===== config.mk =====
export PLATFORM = sky130hd
export DESIGN_NAME = thermostat_button_controller_core
export DESIGN_NICKNAME = d
export VERILOG_FILES = /design/src/rtl/tbc_pkg.sv /design/src/rtl/thermostat_button_controller_core.sv
export SDC_FILE = /design/constraint.sdc
export NUM_CORES = 1
export LEC_CHECK = 0
export ABC_AREA = 1
export BUFFER_PORTS_ARGS = -buffer_cell sky130_fd_sc_hd__buf_2
export CORE_AREA = 5 5 167 169
export DETAILED_ROUTE_END_ITERATION = 7
export DIE_AREA = 0 0 172 174
export GPL_TIMING_DRIVEN = 0
export MAX_ROUTING_LAYER = met4
export PLACE_DENSITY = 0.72
export SYNTH_ARGS = -nofsm -noshare
export SYNTH_HDL_FRONTEND = slang
export SYNTH_SLANG_ARGS = --single-unit

===== constraint.sdc =====
create_clock -name clk_i -period 10.4 [get_ports clk_i]
set_clock_uncertainty 0.2 [all_clocks]
set_input_delay 2.08 -clock clk_i [delete_from_list [all_inputs] [get_ports clk_i]]
set_output_delay 2.08 -clock clk_i [all_outputs]
set_load 0.01 [all_outputs]

===== src/rtl/tbc_pkg.sv =====
// Shared codes and widths for the thermostat button controller.
// No dependencies.
package tbc_pkg;

  localparam int unsigned TempW   = 11;
  localparam int unsigned CfgIdxW = 3;
  localparam int unsigned CfgDataW = 16;

  // Configuration register indexes
  localparam logic [CfgIdxW-1:0] RegLockoutMs    = 3'd0;
  localparam logic [CfgIdxW-1:0] RegSetpointStep = 3'd1;
  localparam logic [CfgIdxW-1:0] RegSetpointMin  = 3'd2;
  localparam logic [CfgIdxW-1:0] RegSetpointMax  = 3'd3;
  localparam logic [CfgIdxW-1:0] RegSwitchMargin = 3'd4;

  // Operating modes
  localparam logic [1:0] ModeOff  = 2'd0;
  localparam logic [1:0] ModeCool = 2'd1;
  localparam logic [1:0] ModeHeat = 2'd2;

  // Button codes
  localparam logic [1:0] BtnMode  = 2'd0;
  localparam logic [1:0] BtnDown  = 2'd1;
  localparam logic [1:0] BtnUp    = 2'd2;
  localparam logic [1:0] BtnKnown = 2'd3;

  // Item kinds
  localparam logic FuncTick  = 1'b0;
  localparam logic FuncPress = 1'b1;

  // Reset values of configuration and state
  localparam logic [15:0]      LockoutReset  = 16'd300;
  localparam logic [6:0]       StepReset     = 7'd5;
  localparam logic [TempW-1:0] SpMinReset    = 11'sd160;
  localparam logic [TempW-1:0] SpMaxReset    = 11'sd350;
  localparam logic [7:0]       MarginReset   = 8'd10;
  localparam logic [TempW-1:0] SetpointReset = 11'sd220;

endpackage


===== src/rtl/thermostat_button_controller_core.sv =====
// Thermostat with lockout-filtered buttons and on/off cooling and heating demand.
// Depends on tbc_pkg for register indexes, mode and button codes.
// A word is held in the input register, and its result then in the result register.
// Throughput: one word per cycle while out_stall_i stays low; the state update for a word is one pass of logic.
// The input register takes a new word while a result waits to be taken, if it holds no word itself.
// Reset (rst_ni low, asynchronous) restores configuration and state defaults at once.
module thermostat_button_controller_core #(
  parameter int unsigned BUTTON_COUNT = 3
) (
  input  logic                              clk_i,
  input  logic                              rst_ni,
  input  logic                              cfg_we_i,
  input  logic [tbc_pkg::CfgIdxW-1:0]       cfg_index_i,
  input  logic [tbc_pkg::CfgDataW-1:0]      cfg_wdata_i,
  input  logic                              in_valid_i,
  output logic                              in_stall_o,
  input  logic                              func_i,
  input  logic [1:0]                        button_i,
  input  logic [31:0]                       time_ms_i,
  input  logic signed [tbc_pkg::TempW-1:0]  temperature_i,
  output logic                              out_valid_o,
  input  logic                              out_stall_i,
  output logic                              press_accepted_o,
  output logic [1:0]                        mode_o,
  output logic signed [tbc_pkg::TempW-1:0]  setpoint_o,
  output logic                              cooling_on_o,
  output logic                              heating_on_o
);
  import tbc_pkg::*;

  // Only buttons below both the known range and BUTTON_COUNT keep a time stamp
  localparam int unsigned LastDepth = (BUTTON_COUNT < 3) ? BUTTON_COUNT : 3;
  localparam int unsigned IdxW      = (LastDepth > 1) ? $clog2(LastDepth) : 1;

  // Configuration
  logic [15:0]             lockout_q;
  logic [6:0]              step_q;
  logic signed [TempW-1:0] sp_min_q;
  logic signed [TempW-1:0] sp_max_q;
  logic [7:0]              margin_q;

  // Input register
  logic                    in_valid_q;
  logic                    func_q;
  logic [1:0]              button_q;
  logic [31:0]             time_q;
  logic signed [TempW-1:0] temp_q;

  // Controller state
  logic [1:0]              mode_q, mode_d;
  logic signed [TempW-1:0] setpoint_q, setpoint_d;
  logic [31:0]             last_q [LastDepth];
  logic                    cool_q, cool_d;
  logic                    heat_q, heat_d;

  // Result register
  logic                    out_valid_q;
  logic                    acc_q, acc_d;

  logic                    in_fire, out_fire, out_free, advance;
  logic                    known, passed;
  logic [IdxW-1:0]         btn_idx;
  logic [31:0]             elapsed;
  logic signed [TempW:0]   sp_dn, sp_up, cool_thr, heat_thr;

  assign out_free   = !out_valid_q || !out_stall_i;
  assign advance    = in_valid_q && out_free;
  assign in_stall_o = in_valid_q && !out_free;
  assign in_fire    = in_valid_i && !in_stall_o;
  assign out_fire   = out_valid_q && !out_stall_i;

  assign known   = (button_q != BtnKnown) && ({30'd0, button_q} < 32'(LastDepth));
  assign btn_idx = button_q[IdxW-1:0];
  assign elapsed = time_q - last_q[btn_idx];
  assign passed  = known && (elapsed >= {16'd0, lockout_q});

  assign sp_dn    = {setpoint_q[TempW-1], setpoint_q} - $signed({5'd0, step_q});
  assign sp_up    = {setpoint_q[TempW-1], setpoint_q} + $signed({5'd0, step_q});
  assign cool_thr = {setpoint_q[TempW-1], setpoint_q} - $signed({4'd0, margin_q});
  assign heat_thr = {setpoint_q[TempW-1], setpoint_q} + $signed({4'd0, margin_q});

  always_comb begin
    mode_d     = mode_q;
    setpoint_d = setpoint_q;
    cool_d     = cool_q;
    heat_d     = heat_q;
    acc_d      = 1'b0;
    if (func_q == FuncPress) begin
      if (passed) begin
        acc_d = 1'b1;
        case (button_q)
          BtnMode: begin
            mode_d = (mode_q >= ModeHeat) ? ModeOff : mode_q + 2'd1;
          end
          BtnDown: begin
            // floor only
            if (sp_dn < $signed({sp_min_q[TempW-1], sp_min_q})) setpoint_d = sp_min_q;
            else setpoint_d = sp_dn[TempW-1:0];
          end
          BtnUp: begin
            // ceiling only
            if (sp_up > $signed({sp_max_q[TempW-1], sp_max_q})) setpoint_d = sp_max_q;
            else setpoint_d = sp_up[TempW-1:0];
          end
          default: begin
            acc_d = 1'b0;
          end
        endcase
      end
    end else begin
      cool_d = (mode_q == ModeCool) && ($signed({temp_q[TempW-1], temp_q}) > cool_thr);
      heat_d = (mode_q == ModeHeat) && ($signed({temp_q[TempW-1], temp_q}) < heat_thr);
    end
  end

  always_ff @(posedge clk_i or negedge rst_ni) begin
    if (!rst_ni) begin
      lockout_q <= LockoutReset;
      step_q    <= StepReset;
      sp_min_q  <= SpMinReset;
      sp_max_q  <= SpMaxReset;
      margin_q  <= MarginReset;
    end else if (cfg_we_i) begin
      case (cfg_index_i)
        RegLockoutMs:    lockout_q <= cfg_wdata_i;
        RegSetpointStep: step_q    <= cfg_wdata_i[6:0];
        RegSetpointMin:  sp_min_q  <= cfg_wdata_i[TempW-1:0];
        RegSetpointMax:  sp_max_q  <= cfg_wdata_i[TempW-1:0];
        RegSwitchMargin: margin_q  <= cfg_wdata_i[7:0];
        default: ;
      endcase
    end
  end

  always_ff @(posedge clk_i or negedge rst_ni) begin
    if (!rst_ni) begin
      in_valid_q  <= 1'b0;
      out_valid_q <= 1'b0;
      mode_q      <= ModeOff;
      setpoint_q  <= SetpointReset;
      cool_q      <= 1'b0;
      heat_q      <= 1'b0;
      for (int i = 0; i < LastDepth; i++) last_q[i] <= '0;
    end else begin
      if (in_fire) in_valid_q <= 1'b1;
      else if (advance) in_valid_q <= 1'b0;

      if (advance) out_valid_q <= 1'b1;
      else if (out_fire) out_valid_q <= 1'b0;

      if (advance) begin
        mode_q     <= mode_d;
        setpoint_q <= setpoint_d;
        cool_q     <= cool_d;
        heat_q     <= heat_d;
        // stamp the time of an accepted press
        if (func_q == FuncPress && passed) begin
          for (int i = 0; i < LastDepth; i++) begin
            if (btn_idx == IdxW'(i)) last_q[i] <= time_q;
          end
        end
      end
    end
  end

  // Payload registers
  always_ff @(posedge clk_i) begin
    if (in_fire) begin
      func_q   <= func_i;
      button_q <= button_i;
      time_q   <= time_ms_i;
      temp_q   <= temperature_i;
    end
    if (advance) acc_q <= acc_d;
  end

  assign out_valid_o      = out_valid_q;
  assign press_accepted_o = acc_q;
  assign mode_o           = mode_q;
  assign setpoint_o       = setpoint_q;
  assign cooling_on_o     = cool_q;
  assign heating_on_o     = heat_q;

endmodule


==> out/results.ini <==
[drt]
drcViolationCount = 0
via_count = 12390
wl_per_cell_um = 15.48
ant_nets = 0
drt_wl_total_mm = 36.73
vias_per_cell = 5.222
first_pass_iters = 5
drtIter0Drc = 877

[sta]
setup_viol = 0
fin_tns_setup_ns = 0
tightestPinTransition_ns = 0.7323
fin_worst_hold_slack_ns = 0.2734
drv_slew = 0
min_period_over_period_pct = 53.46
period_minus_slack_ns = 5.560
final_hold_viol_count = 0
fmax_mhz = 179.8
rsz0062_at_grt = no
relSlewSlack_pct = 51.18

[finish]
drive_gt1_share_pct = 9.547
synthToLayoutAreaGrowth_pct = 12.84
layout.nets = 2218
diodes = 0
instances_no_fill = 2373

[critical_path]
crit_top_cell = nand2_1
r2r_setup_slack_ns = 4.84
cp-start-kind = flop
cpPeakStageDelay_ns = 0.61
endpoint = last_q[46]
end_kind = flop
cp_slowest_cell = edfxtp_1
crit_type = flop to flop
cp.arrival_ns = 5.84
startpoint = btn_idx[0]
r2r_cells = 28
crit_fanout = 10
r2r-start = btn_idx[0]
r2r_end = last_q[46]
required_ns = 10.67

[floorplan]
start_util_pct = 53.52
io_pins = 88
core_area_mm2 = 0.02643
chipWidth_um = 172
die_h_um = 174
die_area_mm2 = 0.02993
rows = 60

[place]
dp.cells = 2327
routabilityCongestion = 0.9791
dpl.hpwl_mm = 28.10
io_buffers = 87

[power_and_ir_drop]
ir_drop_mv = 0.1536
power_uw = 4252
power.leakage_uw = 0.008643
power.density_mw_per_mm2 = 266.4

[cts]
cts-hold-fix-buffers = 0
cts_tree = built
clkTransAtPathRegs_ns = 0.07
cts_buffers = 25
cts_root_buf = clkbuf_16
insertion_delay_ns = 0.54
cts_resized = 0
cts.sinks = 213
htreeDepth = 1
post_cts_buffers = 0
clk_path_buf_depth = 3

[flow_run]
cap_viol_max_count = 0

[hold_path]
min_path_type = flop to flop

[global_routing]
grt_max_degree = 123
gr-total-overflow = 0
antenna_found_initial = 0
grt_pass1_vias = 12230
grt_first_pass_wirelength_mm = 60.46
grtUsageTotal_pct = 25.42

[logic_synthesis]
synth.yosys.seq_area_share_pct = 39.54
ys_ff_latch = 213
synth_area_mm2 = 0.01414
syn_area_per_cell_um2 = 7.455
yosysWarnings = 0
syn_inst = 1897
synth.distinct_cells = 42
syn_nets = 2102

[run_status]
status = finished clean

[where the power goes]
group	switching, uW	internal [uW]
logic	1270	800
clock network	375	562
registers	159	1080
total	1810	2440
[sequential cells by signal, summed over array words and instances, names as in the netlist]
name              count
last_q               96
cooling_on_o          1
heating_on_o          1
lockout_q            16
in_valid_q            1
press_accepted_o      1
margin_q              8
step_q                7
setpoint_o           11
out_valid_o           1
sp_min_q             11
mode_o                2
btn_idx               2
time_q               32
temp_q               11
func_q                1
sp_max_q             11
[routing by layer]
metal	track usage, %	part of all wire, %	vias to the layer above	wire length, um
li1	-	-	6255	-
met1	34.08	44	5758	16310
met2	41.04	47	318	17280
met3	2.615	5.8	60	2145
met4	7.468	2.7	0	991
met5	-	0	-	0
[stage by stage]
step | instance area, um2 | worst slack, ns | util (%)
floorplan | 14140 | 5.791 | -
finish | 15960 | 4.840 | 60.39
global route | 15960 | 4.503 | 60.39
global placement | 15000 | 4.452 | 56.78
detailed placement | 15060 | 5.026 | 57.00
CTS | 15960 | 4.988 | 60.39
[worst max-delay path, delay by kind of cell (launching register included)]
family	cells	cell delay [ns]
xor gates and xnor gates	1	0.18
and+or+nand+nor	17	2.01
adders and majority gates	2	0.70
buffers and inverters	5	1.27
DFF	1	0.61
AOI/OAI and AO/OA	3	0.49
[layout make-up]
type | count | area [um2]
sequential | 213 | 5592
inverter | 255 | 957.2
tap | 341 | 426.7
clock buffer | 33 | 748.2
timing repair buffer | 89 | 493.0
multi-input combinational | 1380 | 7360
buffer | 49 | 234.0
clock inverter | 13 | 147.6
fill | 2447 | 10470
[cell usage after synthesis]
master	n	area, um2
a221oi_1	1	8.760
a21o_1	2	15.01
edfxtp_1	47	1411
nor2_1	121	454.2
inv_2	2	7.510
nor3_2	2	20.02
a2bb2oi_1	29	254.0
clkbuf_1	28	105.1
nand3_1	54	270.3
xor2_1	43	376.6
clkinv_1	1	3.750
and2_1	2	12.51
a21oi_1	70	350.3
o2111ai_1	2	17.52
a21oi_2	1	8.760
nor2_4	3	33.78
nand4_1	12	75.07
nand4_2	1	12.51
o21a_1	2	15.01
a32oi_1	1	8.760
o21ai_0	115	575.6
buf_2	10	50.05
dfrtp_1	145	3628
nand3_4	1	17.52
a211oi_1	2	15.01
fa_1	5	100.1
buf_1	1	3.750
o21bai_1	11	82.58
dfstp_2	21	551.8
or2_2	5	31.28
ha_1	130	1627
nor3_1	8	40.04
nand3b_1	5	37.54
xnor2_1	6	52.55
a31oi_1	3	18.77
o211ai_1	7	52.55
nand2_2	3	18.77
inv_1	252	945.9
buf_4	10	75.07
nor2_2	1	6.260
nand2_1	729	2736
o21ai_1	3	15.01
[kinds of logic after synthesis]
kind of cell,after synthesis,synth area share (%)
buffers and inverters,304,8.423
DFF,213,39.54
AOI/OAI and AO/OA,249,10.17
and+or+nand+nor,947,26.63
xor gates and xnor gates,49,3.035
adders and majority gates,135,12.21
[how the worst min path moves through the flow]
stage               depth (start not counted)  startpoint  slack (ns)     endpoint
finish                                      2  last_q[76]        0.27   last_q[76]
global route                                2  last_q[84]        0.29   last_q[84]
CTS                                         2  last_q[80]        0.28   last_q[80]
detailed placement                          2  last_q[68]        0.26   last_q[68]
global placement                            2  in_valid_q        0.26  out_valid_o
floorplan                                   2  last_q[65]        0.24   last_q[65]
[placed cells by master (no fill, tap or decap), types with 8 or more instances in the layout]
cell	netlist	routed
a21oi_1	70	70
a2bb2oi_1	29	29
buf_2	10	96
buf_4	10	10
clkbuf_1	28	29
clkbuf_16	0	27
dfrtp_1	145	145
dfstp_2	21	21
edfxtp_1	47	47
ha_1	130	130
inv_1	252	251
nand2_1	729	729
nand3_1	54	54
nand4_1	12	12
nor2_1	121	121
nor3_1	8	8
o21ai_0	115	115
o21bai_1	11	11
xor2_1	43	43
No activity file was read; power rests on OpenSTA's default activity.
